$ cat config.mk
export PLATFORM = sky130hd
export DESIGN_NAME = cia_step
export DESIGN_NICKNAME = d
export VERILOG_FILES = /design/src/design/cia_pkg.sv /design/src/design/cia_step.sv
export SDC_FILE = /design/constraint.sdc
export NUM_CORES = 1
export LEC_CHECK = 0
export BUFFER_PORTS_ARGS = -buffer_cell sky130_fd_sc_hd__buf_2
export CAP_MARGIN = 20
export CORE_MARGIN = 1
export CORE_UTILIZATION = 50
export CTS_BUF_LIST = sky130_fd_sc_hd__clkbuf_8
export DETAILED_ROUTE_END_ITERATION = 6
export PLACE_DENSITY = 0.8
export REMOVE_ABC_BUFFERS = 1
export SLEW_MARGIN = 20
export SYNTH_ARGS = -nofsm -noshare
export SYNTH_HDL_FRONTEND = slang
export SYNTH_SLANG_ARGS = --single-unit
export TNS_END_PERCENT = 1
$ cat constraint.sdc
create_clock -name clk -period 20.5 [get_ports clk]
set_clock_uncertainty 0.1 [all_clocks]
set_input_delay 4.1 -clock clk [delete_from_list [all_inputs] [get_ports clk]]
set_output_delay 4.1 -clock clk [all_outputs]
set_load 0.1 [all_outputs]
$ cat src/design/cia_pkg.sv
// Shared types, codes and constants of the checked integer ALU.
package cia_pkg;

  localparam int DATA_WIDTH = 32;
  localparam int W = DATA_WIDTH;

  localparam logic [2:0] FN_ADD = 3'd0;
  localparam logic [2:0] FN_SUB = 3'd1;
  localparam logic [2:0] FN_MUL = 3'd2;
  localparam logic [2:0] FN_DIV = 3'd3;
  localparam logic [2:0] FN_EQ  = 3'd4;

  localparam logic [2:0] TAG_INT = 3'd0;
  localparam logic [2:0] TAG_DBL = 3'd1;

  localparam logic [W-1:0] MIN_VAL = {1'b1, {(W-1){1'b0}}};
  localparam logic [W-1:0] NEG_ONE = {W{1'b1}};
  localparam logic [W-1:0] POS_ONE = {{(W-1){1'b0}}, 1'b1};
  localparam logic [2*W-1:0] LIM_POS = {{(W+1){1'b0}}, {(W-1){1'b1}}};
  localparam logic [2*W-1:0] LIM_NEG = {{W{1'b0}}, 1'b1, {(W-1){1'b0}}};

  typedef enum logic [2:0] {
    EXC_NONE, EXC_FLOAT, EXC_ABOVE, EXC_BELOW,
    EXC_DIVZERO, EXC_BADTYPE, EXC_CMP, EXC_BOUNDARY
  } exc_t;

  typedef enum logic [1:0] {K_DONE, K_MUL, K_DIV} kind_t;

  typedef struct packed {
    logic [2:0]         func;
    logic [2:0]         type_a;
    logic signed [31:0] value_a;
    logic [2:0]         type_b;
    logic signed [31:0] value_b;
  } op_t;

  typedef struct packed {
    logic signed [31:0] value;
    logic               is_boolean;
    logic [2:0]         exception;
  } res_t;

  typedef struct packed {
    logic           valid;
    kind_t          kind;
    logic           neg;
    logic           same;
    exc_t           exc;
    logic           isb;
    logic [W-1:0]   res;
    logic [W-1:0]   ua;
    logic [W-1:0]   ub;
    logic [2*W-1:0] acc;
  } stage_t;

endpackage

$ cat src/design/cia_step.sv
// One pipeline step: one shift-add multiply bit or one restoring divide bit.
module cia_step import cia_pkg::*; (
  input  logic   clk,
  input  logic   rst,
  input  logic   en,
  input  stage_t cur,
  output stage_t nxt
);

  stage_t n;
  logic [W:0] hi;
  logic [W:0] rem2;
  logic [W+1:0] diff;

  always_comb begin
    n = cur;
    hi = {1'b0, cur.acc[2*W-1:W]} + (cur.ub[0] ? {1'b0, cur.ua} : '0);
    rem2 = {cur.acc[W-1:0], cur.ua[W-1]};
    diff = {1'b0, rem2} - {2'b00, cur.ub};
    case (cur.kind)
      K_MUL: begin
        n.acc = {hi, cur.acc[W-1:1]};
        n.ub = {1'b0, cur.ub[W-1:1]};
      end
      K_DIV: begin
        if (!diff[W+1]) begin
          n.acc[W-1:0] = diff[W-1:0];
          n.ua = {cur.ua[W-2:0], 1'b1};
        end else begin
          n.acc[W-1:0] = rem2[W-1:0];
          n.ua = {cur.ua[W-2:0], 1'b0};
        end
      end
      default: n = cur;
    endcase
  end

  always_ff @(posedge clk) begin
    if (rst) nxt.valid <= 1'b0;
    else if (en) nxt <= n;
  end

endmodule

Word-level counts from Yosys, hierarchy flattened. Index checks and enable logic that the tools add are counted.

Multiplexer cells: 6. Equal/unequal tests: 2. Reductions and logical operators: 1. Bitwise operators: 1. Add/sub/neg operators: 2.

Operators with widths (number): 32-bit two-way mux (3); 32-bit case mux with 2 select lines (1); 63-bit two-way mux (1); 33-bit by 32-bit subtractor with 34-bit output (1); 32-bit by 32-bit adder with 33-bit output (1); 2-bit by 1-bit equality test with 1-bit output (second input constant) (1); 2-bit equality test (second input constant) (1); 2-bit AND reduction (1); 1-bit two-way mux (1); 1-bit inverter (1).

Output and inout bits: 169. Word-level logic and storage cells: 23. Bits in registers: 169. Input port bits: 172.

Depth between registers and ports, before layout.
Depth after elaboration: 3. Gate-level depth with buffers: 13. Depth with buffers taken out: 12.

Worst setup path after synthesis. No wires, ideal clock.

Path kind: input to register. Start point: input port rst. End point: register nxt[0] (netlist bit) (enable). Slack: 8.136 ns. Arrival time: 11.543 ns. Path buffers: 0. Required time: 19.679 ns. Setup time: 0.721 ns. Cell stages on the path: 1. Cell sequence: nor2b_1.

Longest elaborated chain between the ends: 2.

RTL lines: from (decl) (line cia_step.sv:4) `input logic rst,`; 1-bit inverter (no line); 2-bit AND reduction (no line); to (signal assigned) (line cia_step.sv:40) `else if (en) nxt <= n;`; to (decl) (line cia_step.sv:7) `output stage_t nxt`.

No other way between the ends. A chain may end at the register's enable or synchronous reset.

==> impl_metrics.env <==
export IMPL_core_area_mm2=0.0210
export IMPL_hold_path_end="nxt[168]"
export IMPL_clock_power_share_pct=23.4
export IMPL_mostFrequentLayoutCells="buf_2, edfxtp_1, o21ai_0, a21oi_1, nand2_1"
export IMPL_async_reset_ff_share_pct=0
export IMPL_reg2reg_depth=2
export IMPL_path_cells="buf_2 > ha_1 > fa_1 > and2b_1 > o211ai_1 > a31o_2 > a2111oi_2 > nor3_1 > o21ai_0 > xor2_1 > mux2i_1 > a221oi_1"
export IMPL_yosysTopAreaCell="edfxtp_1"
export IMPL_cpPeakStageDelay_ps=400
export IMPL_synth_top_cell_area_share_pct=47.3
export IMPL_cts_resized=0
export IMPL_crit_path_start="cur[64]"
export IMPL_cp_top_family="compound AO/OA/AOI/OAI gates"
export IMPL_avgSynthCellArea_um2=10.6
export IMPL_dieArea_mm2=0.0219
export IMPL_firstDrtPassIters=5
export IMPL_clockRootBuffer="clkbuf_8"
export IMPL_fmax_ghz=0.143
export IMPL_cts_tree="built"
export IMPL_synth_edff_count=168
export IMPL_clock_latency_ps=470
export IMPL_largest_reg_flops=169
export IMPL_outcome="complete, no violations"
export IMPL_wl_per_cell_um=17.6
export IMPL_cp_num_buf_inv=1
export IMPL_p_int_mw=0.609
export IMPL_power_mw=1.08
export IMPL_p_sw_mw=0.474
export IMPL_cts_buffers=17
export IMPL_setup_tns_ps=0
export IMPL_timing_rr_start="nxt[168]"
export IMPL_crit_fanout=34
export IMPL_final_max_slew_viol_count=0
export IMPL_synth_ff_type="edfxtp_1"
export IMPL_grt_first_pass_wirelength_um=44100
export IMPL_finalWeightedCongestion=0.899
export IMPL_fin_crit_ps=6980
export IMPL_start_util_pct=50.9
export IMPL_layout_drive_gt1_share_pct=34.0
export IMPL_die_w_um=148
export IMPL_netlist_area_mm2=0.0107
export IMPL_path_clk_slew_ps=110
export IMPL_cpMaxStageDelayCell="fa_1"
export IMPL_hold_class="reg -> reg"
export IMPL_p_per_area_mw_per_mm2=83.0
export IMPL_fill_cells=1729
export IMPL_cp_start_kind="primary input"
export IMPL_fin_crit_sh_pct=34.1
export IMPL_yosys_top_cells_area="edfxtp_1, ha_1, mux2_2"
export IMPL_setup_violations=0
export IMPL_synth_warnings=0
export IMPL_worst_pin_slew_ps=1150
export IMPL_static_leakage_power_nw=5.54
export IMPL_synth_cells=1004
export IMPL_wl_um=28500
export IMPL_grt_pass1_vias=8550
export IMPL_worstHoldStart="nxt[168]"
export IMPL_path_class="in -> reg"
export IMPL_clockBufferDepth=2
export IMPL_cts_setup_buffers=0
export IMPL_cp_arrival_ps=7170
export IMPL_holdPathStages=2
export IMPL_finalNetCount=1564
export IMPL_setup_worst_path_end_class="flop"
export IMPL_worst_slack_ps=13520
export IMPL_ys_types=64
export IMPL_gr_total_overflow=0
export IMPL_port_buffers=340
export IMPL_holdWs_ps=413
export IMPL_gr_usage_all_layers_pct=25.5
export IMPL_slew_headroom_pct=23.3
export IMPL_ys_ff_latch=169
export IMPL_cts_sinks=169
export IMPL_hold_viol_final=0
export IMPL_maxCapViolCount=0
export IMPL_vias=9065
export IMPL_post_drt_via_cell_ratio=5.60
export IMPL_required_ps=20690
export IMPL_drt_iter0_markers=480
export IMPL_r2r_slack_ps=19810
export IMPL_grt_max_degree=169
export IMPL_sequentialPowerShare_pct=38.7
export IMPL_biggestRegsByFlops="nxt (169)"
export IMPL_dp_hpwl_um=21400
export IMPL_max_vdd_ir_drop_mv=0.0439
export IMPL_rows=53
export IMPL_drc=0
export IMPL_rsz0062_at_grt="no"
export IMPL_drtAntennaViolNets=0
export IMPL_synth_seq_area_share_pct=47.4
export IMPL_antenna_found_initial=8
export IMPL_synthToLayoutAreaGrowth_pct=22.3
export IMPL_r2r_end="nxt[168]"
export IMPL_regMostFlops="nxt"
export IMPL_ioPinCount=341
export IMPL_postCtsHoldBufs=0
export IMPL_power_frac_comb_pct=37.9
export IMPL_swShare_pct=43.8
export IMPL_cts_max_level=4
export IMPL_die_y_um=148
export IMPL_final_common_cell="buf_2"
export IMPL_place_ws_ps=13060
[per-layer routing]
layer	global-route usage [%]	vias to the layer above	share of wire [%]
met2	42.2	364	47
met3	4.69	42	7.2
met4	10.6	0	2.9
met5	0	-	0
met1	32.8	4252	42
li1	-	4407	-
[area by class of cell]
type / count / area (um2) / share of cell area, %
diodes: 7 / 17.5 / 0.134
inverters: 61 / 229 / 1.75
multi-input cells: 730 / 5230 / 40.0
repair buffers: 344 / 1740 / 13.4
flip-flops and latches: 169 / 5060 / 38.8
well taps: 275 / 344 / 2.63
clock buffers: 17 / 234 / 1.79
clock inverters: 15 / 199 / 1.52
[cell usage after synthesis, types with 2 or more instances]
library cell  count
or4_1             2
a211oi_1         12
o221ai_1          3
buf_2             3
a21oi_1          85
o211ai_1          6
o21ai_0          86
a2111oi_0         2
nand2_1          76
o21ai_4           2
clkbuf_1         33
a31o_2            5
buf_1             6
a221oi_1          8
o31ai_1           5
edfxtp_1        168
o22ai_1           4
o21bai_1          8
a211o_1           6
a21o_1           19
mux2_2           57
and3_1            2
nor3_1           13
a41oi_1           3
fa_1              2
inv_1            61
xnor2_1          37
and2_1           36
nor2b_1          10
o21ai_1           3
o41a_1            2
xor2_1           14
nand4_1          13
nand3_1           8
a211oi_2          2
or3_1             5
nor2_1           46
a31oi_1           7
ha_1             67
mux2i_1          13
o21a_1            8
a22oi_1          24
nand2b_1         10
o21ai_2           2
[power groups by stage]
stage / clock network, mW / logic [mW] / registers (mW)
after floorplan: 0 / 0.137 / 0.619
after global placement: 0 / 0.404 / 0.427
after detailed placement: 0 / 0.408 / 0.427
after CTS: 0.259 / 0.409 / 0.420
after global routing: 0.271 / 0.434 / 0.422
final: 0.254 / 0.410 / 0.419
[cells by family (layout without fill, tap and decap cells)]
kind of cell    Yosys count  in the layout  share of synthesized area [%]
flops                   169            169                           47.4
fa+ha+maj                69             69                           8.23
other cells               0              7                              0
compound gates          314            314                           18.9
mux                      70             70                           7.23
buf+inv                 105            437                           3.83
xor+xnor                 51             51                           4.18
simple gates            226            226                           10.2
[tightest hold or removal path: cells and delay by family, from the launching register on]
family | cells | cell delay, ps
multiplexers | 1 | 60
flip-flops | 1 | 340
AND/OR/NAND/NOR | 1 | 80
[how the worst max path moves through the flow]
| stage | cells after the start | slack, ps | end |
|---|---|---|---|
| after floorplan | 1 | 8140 | nxt[0] |
| after global placement | 13 | 13120 | nxt[57] |
| after detailed placement | 12 | 13060 | nxt[22] |
| after CTS | 12 | 13560 | nxt[22] |
| after global routing | 11 | 13280 | nxt[19] |
| final | 12 | 13520 | nxt[26] |
[through the flow]
step / std cells / instance area, um2 / util, %
6_report: 1618 / 13100 / 62.3
2_1_floorplan: 960 / 10500 / -
3_3_place_gp: 1579 / 12600 / 60.2
4_1_cts: 1611 / 13000 / 62.2
3_5_place_dp: 1579 / 12600 / 60.2
5_1_grt: 1617 / 13100 / 62.3
Note: power is estimated with default switching activity, not from simulation.
