File: src/design/cia_pkg.sv
// Shared types, codes and constants of the checked integer ALU.
package cia_pkg;

  localparam int DATA_WIDTH = 32;
  localparam int W = DATA_WIDTH;

  localparam logic [2:0] FN_ADD = 3'd0;
  localparam logic [2:0] FN_SUB = 3'd1;
  localparam logic [2:0] FN_MUL = 3'd2;
  localparam logic [2:0] FN_DIV = 3'd3;
  localparam logic [2:0] FN_EQ  = 3'd4;

  localparam logic [2:0] TAG_INT = 3'd0;
  localparam logic [2:0] TAG_DBL = 3'd1;

  localparam logic [W-1:0] MIN_VAL = {1'b1, {(W-1){1'b0}}};
  localparam logic [W-1:0] NEG_ONE = {W{1'b1}};
  localparam logic [W-1:0] POS_ONE = {{(W-1){1'b0}}, 1'b1};
  localparam logic [2*W-1:0] LIM_POS = {{(W+1){1'b0}}, {(W-1){1'b1}}};
  localparam logic [2*W-1:0] LIM_NEG = {{W{1'b0}}, 1'b1, {(W-1){1'b0}}};

  typedef enum logic [2:0] {
    EXC_NONE, EXC_FLOAT, EXC_ABOVE, EXC_BELOW,
    EXC_DIVZERO, EXC_BADTYPE, EXC_CMP, EXC_BOUNDARY
  } exc_t;

  typedef enum logic [1:0] {K_DONE, K_MUL, K_DIV} kind_t;

  typedef struct packed {
    logic [2:0]         func;
    logic [2:0]         type_a;
    logic signed [31:0] value_a;
    logic [2:0]         type_b;
    logic signed [31:0] value_b;
  } op_t;

  typedef struct packed {
    logic signed [31:0] value;
    logic               is_boolean;
    logic [2:0]         exception;
  } res_t;

  typedef struct packed {
    logic           valid;
    kind_t          kind;
    logic           neg;
    logic           same;
    exc_t           exc;
    logic           isb;
    logic [W-1:0]   res;
    logic [W-1:0]   ua;
    logic [W-1:0]   ub;
    logic [2*W-1:0] acc;
  } stage_t;

endpackage

File: src/design/cia_back.sv
// Final stage: product range check, sign fix-up and output register.
module cia_back import cia_pkg::*; (
  input  logic   clk,
  input  logic   rst,
  input  logic   en,
  input  stage_t cur,
  output logic   out_valid,
  output res_t   out
);

  res_t r;
  exc_t e;
  logic [W-1:0] v;
  logic [W-1:0] q;

  always_comb begin
    e = cur.exc;
    v = cur.res;
    q = cur.neg ? (~cur.ua + POS_ONE) : cur.ua;
    case (cur.kind)
      K_MUL: begin
        if (cur.acc > (cur.same ? LIM_POS : LIM_NEG)) begin
          e = cur.same ? EXC_ABOVE : EXC_BELOW;
        end else begin
          v = cur.neg ? (~cur.acc[W-1:0] + POS_ONE) : cur.acc[W-1:0];
        end
      end
      K_DIV: v = q;
      default: v = cur.res;
    endcase
    r.value = 32'(signed'(v));
    r.is_boolean = cur.isb && (e == EXC_NONE);
    r.exception = e;
    if (e != EXC_NONE) r.value = '0;
  end

  always_ff @(posedge clk) begin
    if (rst) begin
      out_valid <= 1'b0;
    end else if (en) begin
      out_valid <= cur.valid;
    end
    if (en) out <= r;
  end

endmodule

File: config.mk
export PLATFORM = sky130hd
export DESIGN_NAME = cia_back
export DESIGN_NICKNAME = d
export VERILOG_FILES = /design/src/design/cia_pkg.sv /design/src/design/cia_back.sv
export SDC_FILE = /design/constraint.sdc
export NUM_CORES = 1
export LEC_CHECK = 0
export ABC_AREA = 1
export BUFFER_PORTS_ARGS = -buffer_cell sky130_fd_sc_hd__buf_4
export CORE_MARGIN = 3
export CORE_UTILIZATION = 30
export CTS_BUF_LIST = sky130_fd_sc_hd__clkbuf_8
export DETAILED_ROUTE_END_ITERATION = 10
export HOLD_SLACK_MARGIN = 0.05
export PLACE_DENSITY = 0.65
export SETUP_SLACK_MARGIN = 0.3
export SYNTH_ARGS = -nofsm -noshare
export SYNTH_HDL_FRONTEND = slang
export SYNTH_SLANG_ARGS = --single-unit
File: constraint.sdc
create_clock -name clk -period 2.6 [get_ports clk]
set_input_delay 0.52 -clock clk [delete_from_list [all_inputs] [get_ports clk]]
set_output_delay 0.52 -clock clk [all_outputs]
set_load 0.005 [all_outputs]
Word-level counts from Yosys, hierarchy flattened
Cells that the tools add are included.
{ "word_totals": {"register_bits": 37, "inputBits": 172, "out_inout_bits": 37, "wordCells": 22} }
{ "op_classes": {"add_sub_neg": 2, "magnitude_cmp": 1, "eq_ne": 2, "n_mux": 8, "bitwise_logic": 2, "n_reduce_logical": 3} }
{ "ops": {"columns": ["cell", "n"], "rows": [
  ["two-way mux 32 bit", 4],
  ["adder 32 x 1 -> 32 bit (second input constant)", 2],
  ["> comparator 64 x 32 -> 1 bit", 1],
  ["NOT 32 bit", 2],
  ["one-hot mux 32 bit (2 select lines)", 1],
  ["two-way mux 3 bit", 2],
  ["logical NOT 3 bit", 1],
  ["nonzero test 3 bit", 1],
  ["equality test 2 x 1 -> 1 bit (second input constant)", 1],
  ["equality test 2 bit (second input constant)", 1],
  ["logical AND 1 bit", 1],
  ["two-way mux 1 bit", 1]
]} }

Longest topological paths before layout
{ "depth": {"depth_word": 6, "depth_mapped": 20, "depth_no_buf": 19} }

Worst setup path after synthesis
OpenSTA, ideal clock, no wires.
{ "synth_path": {"kind": "input port to flip-flop", "from": "in cur[164] (netlist name)", "to": "reg out[1] (netlist name) (data pin)", "setup_time_ns": 0.259, "t_arrival_ns": 2.440, "required_ns": 2.341, "path_slack_ns": -0.100, "cell_stages": 14, "n_path_buf": 1, "cell_sequence": "inv_1 ha_1 nand2_1 nand2_1 nand2_1 nand2_1 a21oi_1 nand2_1 nor2_2 nand2_4 nand3_4 inv_4 buf_6 or2_1"} }
{ "synth_via": {"elab_chain_cells": 4} }
{ "synth_rtl": {"columns": ["item", "line", "text"], "rows": [
  ["from (decl)", "cia_back.sv:6", "input stage_t cur,"],
  ["two-way mux 32 bit", "cia_back.sv:22", "if (cur.acc > (cur.same ? LIM_POS : LIM_NEG)) begin"],
  ["> comparator 64 x 32 -> 1 bit", "cia_back.sv:22", null],
  ["two-way mux 3 bit", "cia_back.sv:22", null],
  ["two-way mux 3 bit", "cia_back.sv:20", "case (cur.kind)"],
  ["via e[1]", "cia_back.sv:12", "exc_t e;"],
  ["to (signal assigned)", "cia_back.sv:43", "if (en) out <= r;"],
  ["to (decl)", "cia_back.sv:8", "output res_t out"]
]} }
The timed path passes the listed nets, and every way through them passes these cells.
A chain may end at the register's enable or synchronous reset.

Worst setup path after layout
{ "layout_path": {"from": "in cur[164] (netlist name)", "to": "reg out[31] (netlist name) (data pin)"} }
{ "layout_via": {"elab_chain_cells": 5, "elab_cells_between_ends": 8, "cone_classes": "order compare: 1; mux: 6; reduce/logical: 1"} }
{ "layout_rtl": {"columns": ["item", "line", "text"], "rows": [
  ["two-way mux 32 bit", "cia_back.sv:22", null],
  ["> comparator 64 x 32 -> 1 bit", "cia_back.sv:22", null],
  ["two-way mux 3 bit", "cia_back.sv:22", null],
  ["two-way mux 3 bit", "cia_back.sv:20", null],
  ["nonzero test 3 bit", "cia_back.sv:34", "if (e != EXC_NONE) r.value = '0;"]
]} }
Parallel ways exist; a longest one is shown, timed or not.

==> results by group <==
Outcome
  • Status: finished, final reports clean

Synth
  • Unique masters post-synth: 41
  • Cell area after synthesis: 0.005044 sq mm
  • Synth Instances: 815
  • Seq/Total Area, Yosys: 21.83%
  • Syn_nets: 1,023
  • Yosys reg bits: 37
  • Avg Cell Area, Syn: 6.188 sq um
  • Synth warn: 0

Final layout
  • Final-stage net count: 1,215
  • # diodes: 0
  • Final instance area: 0.007244 sq mm
  • Area delta synth->final: 43.64%
  • Final core area utilization: 44.79%
  • Area occupied by multi-input gates: 0.003665 sq mm
  • Fillers: 1,669
  • Register area: 0.001101 sq mm
  • Share of layout cells above drive strength 1: 29.07%
  • Commonest non-fill, non-tap cell in the layout: buf_4
  • Most frequent cells in the layout: 197 x buf_4, 180 x nand2_1, 156 x nor2_1, 90 x inv_1, 77 x nand3_1

Routing
  • Final WL: 16,840 microns
  • DRT antenna net count: 0
  • Via count: 5,824
  • Remaining DRCs: 0
  • DR vias/cell: 4.758
  • 1st-iter DRT viols: 441
  • Avg WL per Cell: 13.75 microns
  • Detailed Routing Iterations Pass 1: 5

Placement
  • Placement Cell Area: 0.006715 sq mm
  • HPWL Detailed: 13,670 microns
  • Port bufs: 176
  • Gpl congestion: 0.9171

Power
  • VDD IR max: 0.1813 mV
  • Leak Pwr: 3.467 nW
  • Clock power frac: 24.9%
  • Comb pwr share: 41.8%
  • Sequential power share: 33.4%
  • Switching Power: 0.6941 mW
  • Pwr/cell area: 292.2 mW/mm^2
  • Switch share: 32.79%
  • Cell Int Power: 1.422 mW

Clock network
  • CTS tree: built
  • H-tree levels: 2
  • Worst-path clk slew: 0.07 ns
  • Root Buffer: clkbuf_8
  • Clock Sinks: 37
  • CTS buffer count: 5
  • Worst skew pair latency: 0.29 ns
  • Hold buffer count at CTS: 0
  • CTS Buffer Depth: 2

Worst setup path
  • CP peak stage delay: 0.26 ns
  • CP max stage cell: ha_4
  • Setup crit start kind: input port
  • Crit Path Category: input port to flip-flop
  • CP Cell Sequence: buf_8 -> inv_6 -> buf_12 -> ha_4 -> nand2_2 -> nor2_4 -> nand4_4 -> nor3_4 -> buf_6 -> nand4_4 -> buf_6 -> buf_6 -> nand3_1 -> nand3_1 -> a21oi_2
  • WP data required: 2.74 ns
  • Arrival time at the worst endpoint: 2.48 ns
  • Crit path max fanout: 8
  • Setup crit end kind: flip-flop
  • Crit path max-delay family: simple AND/OR/NAND/NOR gates
  • Most Frequent Cell on Critical Path: buf_6
  • Worst Path Buf+Inv: 6

Floorplan
  • Die area: 0.01840 sq mm
  • DIE WIDTH: 135.7 microns
  • Cell row count: 46
  • Core Region: 0.01617 sq mm
  • Initial Util: 31.19%
  • IO Count: 209
  • DIE HEIGHT: 135.7 microns

Timing
  • Setup Skew: 0 ns
  • Hold_ws: 0.3768 ns
  • Fmax: 426.7 MHz
  • Tcrit/Tclk final: 90.14%
  • Fin. max-slew vios: 0
  • Hold Vio Cnt, Final: 0
  • Finish-stage setup viols: 0
  • Tightest Pin Transition: 0.6474 ns
  • Slew headroom: 56.84%
  • RSZ-0062 raised after global routing: yes
  • Final min period: 2.344 ns

GRT
  • Tot GR Track Use: 17.47%
  • Gr ovfl total: 0
  • Vias in the first global route: 5,402
  • Largest net degree at the start of global routing: 64
  • Initial antenna violation count: 0
  • Global-route wire length before repair: 26,150 microns

Job
  • Max-cap violation count: 0

Min path
  • HP Class: input port to flip-flop
[power groups by stage]
stage / logic, mW / clock network (mW) / registers, mW
global route: 0.994 / 0.559 / 0.710
floorplan: 0.420 / 0 / 0.726
finish: 0.884 / 0.527 / 0.706
detailed placement: 0.814 / 0 / 0.720
global placement: 0.805 / 0 / 0.720
CTS: 0.818 / 0.540 / 0.707
[sequential cells by signal, summed over array words and instances (netlist names)]
| name | cells |
|---|---|
| out | 36 |
| out_valid | 1 |
[cell families after synthesis]
logic type / count (synthesis) / share of synthesized area, %
flip-flops: 37 / 21.83
buffers and inverters: 123 / 10.37
multiplexers: 1 / 0.1985
XOR/XNOR: 19 / 3.299
adder cells (fa/ha/maj): 36 / 8.931
AND/OR/NAND/NOR: 488 / 43.04
AO/OA/AOI/OAI: 111 / 12.33
[final cells by class]
cell class	count	share of cell area, %
well taps	216	3.731
flip-flops and latches	37	15.20
multi-input cells	656	50.59
clock buffers	6	1.140
clock inverters	2	0.5181
repair buffers	210	23.28
repair inverters	1	0.2245
inverters	96	5.320
[Yosys cell counts (all sizes together)]
cell,number,area [sq um]
mux2i,1,10.01
nor3,13,76.33
clkinv,1,3.750
xor2,14,122.6
dfxtp,1,20.02
nand2,195,764.5
nand3b,14,105.1
edfxtp,36,1081
ha,36,450.4
a21oi,47,257.8
a21o,2,15.01
a31oi,5,31.28
o21ai,55,297.8
or2,6,37.53
xnor2,5,43.79
inv,95,361.6
nand3,81,422.9
clkbuf,17,63.81
o211ai,1,7.510
buf,10,93.83
nand4,11,96.34
nor2,168,668.1
a211oi,1,12.51
[repair_timing]
action / 4_1_cts / 5_1_grt
pin swaps: 2 / 12
setup buffers: 2 / 6
gates resized for setup: 3 / 52
gates cloned: 1 / 2
endpoints found under the setup margin: 22 / 36
[layer usage]
layer	GRT usage (%)	vias to the layer above	share of wire, %
li1	-	3044	-
met1	23.76	2562	44
met2	28.73	200	46
met3	3.046	18	8.0
met4	4.423	0	1.8
met5	0	-	0
[final timing paths]
kind              from         to  slack [ns]  cells after the start
max           cur[164]    out[31]        0.26                     15
min                rst  out_valid        0.38                      2
max reg2reg  out_valid  out_valid        2.02                      2
min reg2reg  out_valid  out_valid        0.50                      2
[worst reg2reg max path, delay by kind of cell (launching register included)]
| family | cells | cell delay (ns) |
|---|---|---|
| mux | 1 | 0.12 |
| flops | 1 | 0.31 |
| simple gates | 1 | 0.05 |
[per-stage QoR]
step | setup slack, ns | instances | setup TNS, ns | power [mW]
after floorplan | -0.09962 | 815 | -1.897 | 1.146
after global placement | -0.06812 | 1205 | -0.5467 | 1.525
after detailed placement | -0.1067 | 1205 | -1.122 | 1.534
after CTS | 0.2684 | 1216 | 0 | 2.066
after global routing | 0.1416 | 1224 | 0 | 2.263
final | 0.2563 | 1224 | 0 | 2.117
Power figures use the tool's default switching activity.
