===== config.mk =====
export PLATFORM = sky130hd
export DESIGN_NAME = cia_front
export DESIGN_NICKNAME = d
export VERILOG_FILES = /design/src/design/cia_pkg.sv /design/src/design/cia_front.sv
export SDC_FILE = /design/constraint.sdc
export NUM_CORES = 1
export LEC_CHECK = 0
export ABC_AREA = 1
export BUFFER_PORTS_ARGS = -buffer_cell sky130_fd_sc_hd__buf_4
export CORE_MARGIN = 1
export CORE_UTILIZATION = 43
export DETAILED_ROUTE_END_ITERATION = 6
export GPL_TIMING_DRIVEN = 0
export PLACE_DENSITY = 0.62
export SLEW_MARGIN = 20
export SYNTH_ARGS = -nofsm -noshare
export SYNTH_HDL_FRONTEND = slang
export SYNTH_SLANG_ARGS = --single-unit

===== constraint.sdc =====
create_clock -name clk -period 7.22 [get_ports clk]
set_input_delay 1.805 -clock clk [delete_from_list [all_inputs] [get_ports clk]]
set_output_delay 1.805 -clock clk [all_outputs]
set_load 0.05 [all_outputs]

===== src/design/cia_pkg.sv =====
// Shared types, codes and constants of the checked integer ALU.
package cia_pkg;

  localparam int DATA_WIDTH = 32;
  localparam int W = DATA_WIDTH;

  localparam logic [2:0] FN_ADD = 3'd0;
  localparam logic [2:0] FN_SUB = 3'd1;
  localparam logic [2:0] FN_MUL = 3'd2;
  localparam logic [2:0] FN_DIV = 3'd3;
  localparam logic [2:0] FN_EQ  = 3'd4;

  localparam logic [2:0] TAG_INT = 3'd0;
  localparam logic [2:0] TAG_DBL = 3'd1;

  localparam logic [W-1:0] MIN_VAL = {1'b1, {(W-1){1'b0}}};
  localparam logic [W-1:0] NEG_ONE = {W{1'b1}};
  localparam logic [W-1:0] POS_ONE = {{(W-1){1'b0}}, 1'b1};
  localparam logic [2*W-1:0] LIM_POS = {{(W+1){1'b0}}, {(W-1){1'b1}}};
  localparam logic [2*W-1:0] LIM_NEG = {{W{1'b0}}, 1'b1, {(W-1){1'b0}}};

  typedef enum logic [2:0] {
    EXC_NONE, EXC_FLOAT, EXC_ABOVE, EXC_BELOW,
    EXC_DIVZERO, EXC_BADTYPE, EXC_CMP, EXC_BOUNDARY
  } exc_t;

  typedef enum logic [1:0] {K_DONE, K_MUL, K_DIV} kind_t;

  typedef struct packed {
    logic [2:0]         func;
    logic [2:0]         type_a;
    logic signed [31:0] value_a;
    logic [2:0]         type_b;
    logic signed [31:0] value_b;
  } op_t;

  typedef struct packed {
    logic signed [31:0] value;
    logic               is_boolean;
    logic [2:0]         exception;
  } res_t;

  typedef struct packed {
    logic           valid;
    kind_t          kind;
    logic           neg;
    logic           same;
    exc_t           exc;
    logic           isb;
    logic [W-1:0]   res;
    logic [W-1:0]   ua;
    logic [W-1:0]   ub;
    logic [2*W-1:0] acc;
  } stage_t;

endpackage


===== src/design/cia_front.sv =====
// Decode stage: type checks, add/sub/equal results, divide and multiply bound checks, operand magnitudes.
module cia_front import cia_pkg::*; (
  input  logic   clk,
  input  logic   rst,
  input  logic   en,
  input  logic   in_valid,
  input  op_t    op,
  output stage_t stage
);

  stage_t s;
  logic [W-1:0] a, b, ma, mb;
  logic [W:0] sum, dif;

  always_comb begin
    a = op.value_a[W-1:0];
    b = op.value_b[W-1:0];
    ma = a[W-1] ? (~a + POS_ONE) : a;
    mb = b[W-1] ? (~b + POS_ONE) : b;
    sum = {a[W-1], a} + {b[W-1], b};
    dif = {a[W-1], a} - {b[W-1], b};
    s = '0;
    s.valid = in_valid;
    s.kind = K_DONE;
    s.exc = EXC_NONE;
    if (op.func == FN_EQ) begin
      if (op.type_a != op.type_b) begin
        s.isb = 1'b1;
      end else if (op.type_a == TAG_INT) begin
        s.isb = 1'b1;
        s.res = {{(W-1){1'b0}}, a == b};
      end else begin
        s.exc = EXC_CMP;
      end
    end else if (!(op.func inside {FN_ADD, FN_SUB, FN_MUL, FN_DIV})) begin
      s.exc = EXC_BADTYPE;
    end else if (op.type_a == TAG_DBL || op.type_b == TAG_DBL) begin
      s.exc = EXC_FLOAT;
    end else if (op.type_a != TAG_INT || op.type_b != TAG_INT) begin
      s.exc = EXC_BADTYPE;
    end else begin
      case (op.func)
        FN_ADD: begin
          if (sum[W:W-1] == 2'b01) s.exc = EXC_ABOVE;
          else if (sum[W:W-1] == 2'b10) s.exc = EXC_BELOW;
          else s.res = sum[W-1:0];
        end
        FN_SUB: begin
          if (dif[W:W-1] == 2'b01) s.exc = EXC_ABOVE;
          else if (dif[W:W-1] == 2'b10) s.exc = EXC_BELOW;
          else s.res = dif[W-1:0];
        end
        FN_MUL: begin
          if (a == '0 || b == '0) begin
            s.res = '0;
          end else if ((a == MIN_VAL && b != POS_ONE) || (b == MIN_VAL && a != POS_ONE)) begin
            s.exc = EXC_BOUNDARY;
          end else begin
            s.kind = K_MUL;
            s.neg = a[W-1] ^ b[W-1];
            s.same = ~(a[W-1] ^ b[W-1]);
            s.ua = ma;
            s.ub = mb;
          end
        end
        default: begin
          if (b == '0) begin
            s.exc = EXC_DIVZERO;
          end else if (a == MIN_VAL && b == NEG_ONE) begin
            s.exc = EXC_ABOVE;
          end else begin
            s.kind = K_DIV;
            s.neg = a[W-1] ^ b[W-1];
            s.ua = ma;
            s.ub = mb;
          end
        end
      endcase
    end
  end

  always_ff @(posedge clk) begin
    if (rst) stage.valid <= 1'b0;
    else if (en) stage <= s;
  end

endmodule


After elaboration in Yosys (flattened, before gate mapping)
Cells that the tools add are included.

Bits in registers: 105. Bits of input ports: 77. Output and inout bits: 169. Logic and storage cells: 93.

Add/sub/neg operators: 4. Equal/unequal tests: 17. Mux-type cells: 38. Bitwise gates (word level): 7. Reduce and logical (&&, ||, !) cells: 18.

Operator list (count): 2-to-1 mux 96 bit (3); 2-to-1 mux 32 bit (8); 2-to-1 mux 64 bit (4); case mux 64 bit (2 select lines) (1); equality test 32 bit, second input constant (3); adder 32 x 1 -> 32 bit, second input constant (2); logical NOT 32 bit (2); != test 32 x 1 -> 1 bit, second input constant (2); inverter 32 bit (2); case mux 32 bit (2 select lines) (1); 2-to-1 mux 3 bit (12); adder 32 x 32 -> 33 bit (1); 2-to-1 mux 33 bit (1); subtractor 32 x 32 -> 33 bit (1); equality test 32 bit (1); equality test 3 x 1 -> 1 bit, second input constant (3); case mux 3 bit (3 select lines) (1); 2-to-1 mux 2 bit (4); 2-to-1 mux 7 bit (1); OR reduction 7 bit (1); equality test 3 x 2 -> 1 bit, second input constant (2); logical NOT 3 bit (2); case mux 3 bit (2 select lines) (1); nonzero test 3 bit (2); 13 further kinds (23).

Longest topological paths before layout
Depth in word-level cells: 10. Mapped depth: 21. Depth with buffers taken out: 20.

Least setup slack after synthesis
OpenSTA, ideal clock, no wires.

Path kind: in2reg. From: input port en. To: register stage[100] (netlist name), enable pin. Arrival: 6.223 ns. Required time: 6.649 ns. Path slack: 0.426 ns. Stages: 2. Path through: inv_1 -> nor2_1.

Longest elaborated chain between the ends: 1.

RTL lines: from (decl) (line cia_front.sv:5) `input logic en,`; AND reduction 2 bit (no source line); to (signal assigned) (line cia_front.sv:84) `else if (en) stage <= s;`; to (decl) (line cia_front.sv:8) `output stage_t stage`.

Every way passes these cells. A chain may end at the register's enable or synchronous reset.

Worst setup path after layout
From: input port op[31] (netlist name). To: register stage[144] (netlist name), data pin.

Longest elaborated chain between the ends: 9.

RTL lines: from (decl) (line cia_front.sv:7) `input op_t op,`; subtractor 32 x 32 -> 33 bit or adder 32 x 32 -> 33 bit (tied branches) (line cia_front.sv:21, cia_front.sv:20); equality test 2 bit (on tied branches) (line cia_front.sv:50, cia_front.sv:45); 2-to-1 mux 32 bit (on tied branches) (line cia_front.sv:50, cia_front.sv:45); 2-to-1 mux 32 bit (on tied branches) (line cia_front.sv:49, cia_front.sv:44); case mux 32 bit (2 select lines) * (line cia_front.sv:42) `case (op.func)`; 2-to-1 mux 96 bit * (line cia_front.sv:39) `end else if (op.type_a != TAG_INT || op.type_b != TAG_INT) begin`; 2-to-1 mux 96 bit * (line cia_front.sv:37) `end else if (op.type_a == TAG_DBL || op.type_b == TAG_DBL) begin`; 2-to-1 mux 96 bit * (line cia_front.sv:35) `end else if (!(op.func inside {FN_ADD, FN_SUB, FN_MUL, FN_DIV})) begin`; 2-to-1 mux 32 bit * (line cia_front.sv:26) `if (op.func == FN_EQ) begin`.

Mark *: on every way between the ends. The rest lies on a longest branch, timed or not.

==> run_results.csv <==
group,metric,value,unit
run_status,status,"complete, no violations",
critical_path,worstPathMaxFanout,10,
cts,clock_path_buffers,2,
cts,cts_tree,"done",
finish,final_nets,2238,
drt,avgViaCountPerCell,5.066,
cts,clkLatencyLatePin,0.36,ns
sta,rsz0062_at_grt,"false",
synthesis,synth-simple-area-share,34.00,%
power,p_clk_share,25.2,%
flow_run,maxCapViolCount,0,
cts,htreeDepth,3,
drt,wl_per_cell,18.09,um
hold_path,worstHoldPathType,"flip-flop to flip-flop",
critical_path,rr_startpoint,"stage[168]",
critical_path,arrival,5.85,ns
synthesis,ys_types,58,
power,switchingPower,0.9115,mW
cts,root_buffer,"clkbuf_16",
global_route,grt_use_total,30.92,%
sta,relSlewSlack,37.92,%
cts,ctsHoldBuffers,0,
synthesis,synthXorXnorAreaFrac,3.461,%
place,place_congestion,0.9895,
finish,final_common_cell,"nand2_1",
critical_path,crit_start,"op[31]",
synthesis,muxShareOfSynthArea,0,%
finish,largestRegisters,"stage (105)",
drt,ant_nets,0,
drt,drt_iter0_markers,1068,
power,p_per_area,146.7,mW/mm^2
synthesis,ys_ff_latch,105,
drt,num_vias,12487,
sta,final.setup_skew,0,ns
global_route,grt_first_pass_wirelength,66450,um
synthesis,syn_inst,1824,
place,port_buffers,181,
global_route,grt_max_degree,29,
global_route,grt_pass1_vias,11553,
finish,insertedDiodeCount,0,
die,start_util,43.73,%
power,swShare,42.61,%
finish,fin_util,52.48,%
die,die_w,170.1,um
cts,ctsResizeCount,0,
sta,finalMaxSlewViolations,0,
synthesis,synth_fa_ha_area_share,8.260,%
synthesis,synth_compound_area_share,12.30,%
finish,largest_register_ffs,105,
finish,top_register,"stage",
power,comb_power_share,41.7,%
critical_path,crit_type,"input port to flip-flop",
finish,ff_latch_area,0.003143,mm^2
cts,post_cts_buffers,0,
sta,finalCritPeriodShare,78.38,%
power,p_leak,7.166,nW
hold_path,min-delay-start,"stage[168]",
die,rows,61,
sta,min_period,5.659,ns
place,placed_area,0.01428,mm^2
cts,cts-buffers-inserted,9,
critical_path,slowest_stage,"clkbuf_1",
power,ir_drop,0.00009835,V
finish,multi_input_area,0.007296,mm^2
synthesis,syn_area,0.01215,mm^2
drt,wl,44580,um
synthesis,synth_top_family_by_area,"simple AND/OR/NAND/NOR gates",
die,core,0.02778,mm^2
critical_path,cp-start-kind,"input port",
global_route,gr-total-overflow,0,
die,dieArea,0.02893,mm^2
synthesis,ys_seq_area_share,25.87,%
critical_path,crit_chain,"buf_4 > inv_1 > clkbuf_1 > ha_1 > clkbuf_1 > nor3_1 > a211oi_1 > nand2_1 > xor2_1 > ha_1 > nor3_2 > buf_4 > a21boi_0 > o21ai_0 > a21oi_1",
critical_path,crit_path_end_kind,"flip-flop",
critical_path,critPathRequiredTime,7.41,ns
finish,final_area,0.01458,mm^2
die,die_h,170.1,um
die,ios,246,
cts,clkTransAtPathRegs,0.08,ns
synthesis,syn_avg_cell_area,6.660,um^2
power,power_frac_seq,33.1,%
drt,drtPass1Iterations,5,
finish,syn2layout_area_growth,20.01,%
sta,hold_viol_final,0,
place,dpl.hpwl,37190,um
drt,drcViolationCount,0,
critical_path,slowest_delay,0.70,ns
global_route,antenna_found_initial,0,
power,intPower,1.228,mW
finish,drive_gt1_share,19.26,%
finish,final_cell_mix,"nand2_1, inv_1, buf_4",
finish,fillCellCount,2918,
synthesis,yosysWarnings,0,
sta,max_freq,176.7,MHz
sta,setup_violations,0,
sta,worstMarginPinSlew,0.9312,ns
cts,clock-sinks,105,
## power by group through the flow
stage	registers, mW	logic (mW)	clock network [mW]
finish	0.709	0.892	0.539
global route	0.711	0.968	0.562
CTS	0.709	0.878	0.543
detailed placement	0.722	0.874	0
global placement	0.728	0.864	0
floorplan	0.840	0.495	0
## cell families (layout without fill, tap and decap cells)
logic type | count (synthesis) | count (layout)
AO/OA/AOI/OAI | 227 | 227
other | 1 | 64
XOR/XNOR | 48 | 48
AND/OR/NAND/NOR | 947 | 947
flip-flops | 105 | 105
adder cells (fa/ha/maj) | 79 | 79
buffers and inverters | 417 | 617
## through the flow
step                      setup TNS, ns  instances  worst slack (ns)  hold slack (ns)  power [mW]
final                                 0       2465             1.561           0.4739       2.139
after global routing                  0       2465             1.378           0.4895       2.240
after CTS                             0       2465             1.690           0.4783       2.130
after detailed placement              0       2449             1.331           0.4674       1.596
after global placement          -159.65       2446            -1.550           0.4450       1.592
after floorplan                       0       1887            0.4257           0.6739       1.335
## synthesized netlist by cell type (all sizes together)
| cell type | instances | area share, % |
|---|---|---|
| nand2 | 525 | 16 |
| inv | 301 | 9.3 |
| nor2 | 180 | 6.4 |
| nand3 | 161 | 6.8 |
| a21oi | 117 | 5.9 |
| edfxtp | 104 | 26 |
| buf | 102 | 6.3 |
| ha | 77 | 7.9 |
| o21ai | 50 | 2.1 |
| xor2 | 42 | 3.0 |
| nand4 | 38 | 2.1 |
| nor3 | 24 | 1.2 |
| a21boi | 22 | 1.4 |
| a22oi | 18 | 1.7 |
| clkbuf | 12 | 0.39 |
| and2 | 7 | 0.36 |
| o21bai | 7 | 0.43 |
| xnor2 | 6 | 0.43 |
| nand3b | 4 | 0.25 |
| o31ai | 4 | 0.25 |
| nor4 | 3 | 0.15 |
| or2 | 3 | 0.15 |
| a31oi | 2 | 0.10 |
| and3 | 2 | 0.10 |
| clkinv | 2 | 0.062 |
| fa | 2 | 0.33 |
| a211oi | 1 | 0.062 |
| a22o | 1 | 0.072 |
| a32oi | 1 | 0.072 |
| a41oi | 1 | 0.072 |
| conb | 1 | 0.031 |
| dfxtp | 1 | 0.16 |
| o211ai | 1 | 0.062 |
| o22ai | 1 | 0.052 |
| o41ai | 1 | 0.072 |
## final cells by class
class	instances	share of cell area (%)
clock inverter	6	0.4549
clock buffer	10	1.571
sequential	105	21.56
tap	378	3.244
multi-input combinational	1365	50.04
inverter	303	7.801
timing repair buffer	184	9.732
buffer	114	5.596
## layer usage
metal,vias up,GRT usage [%],share of wire (%)
met1,5698,41.85,45
met5,-,0,0
met3,73,3.326,6.1
li1,6225,-,-
met2,491,49.89,45
met4,0,13.04,4.0
## worst paths after layout
check,to,slack [ns],cells past startpoint
min reg2reg,stage[168],0.47,2
max,stage[144],1.56,15
min,stage[168],0.47,2
max reg2reg,stage[168],6.64,2
## worst max-delay path: cells and delay by family
| family | cells | cell delay [ns] |
|---|---|---|
| xor+xnor | 1 | 0.19 |
| simple gates | 3 | 0.76 |
| compound gates | 4 | 0.78 |
| fa+ha+maj | 2 | 0.46 |
| buf+inv | 5 | 1.84 |
Power figures use the tool's default switching activity.
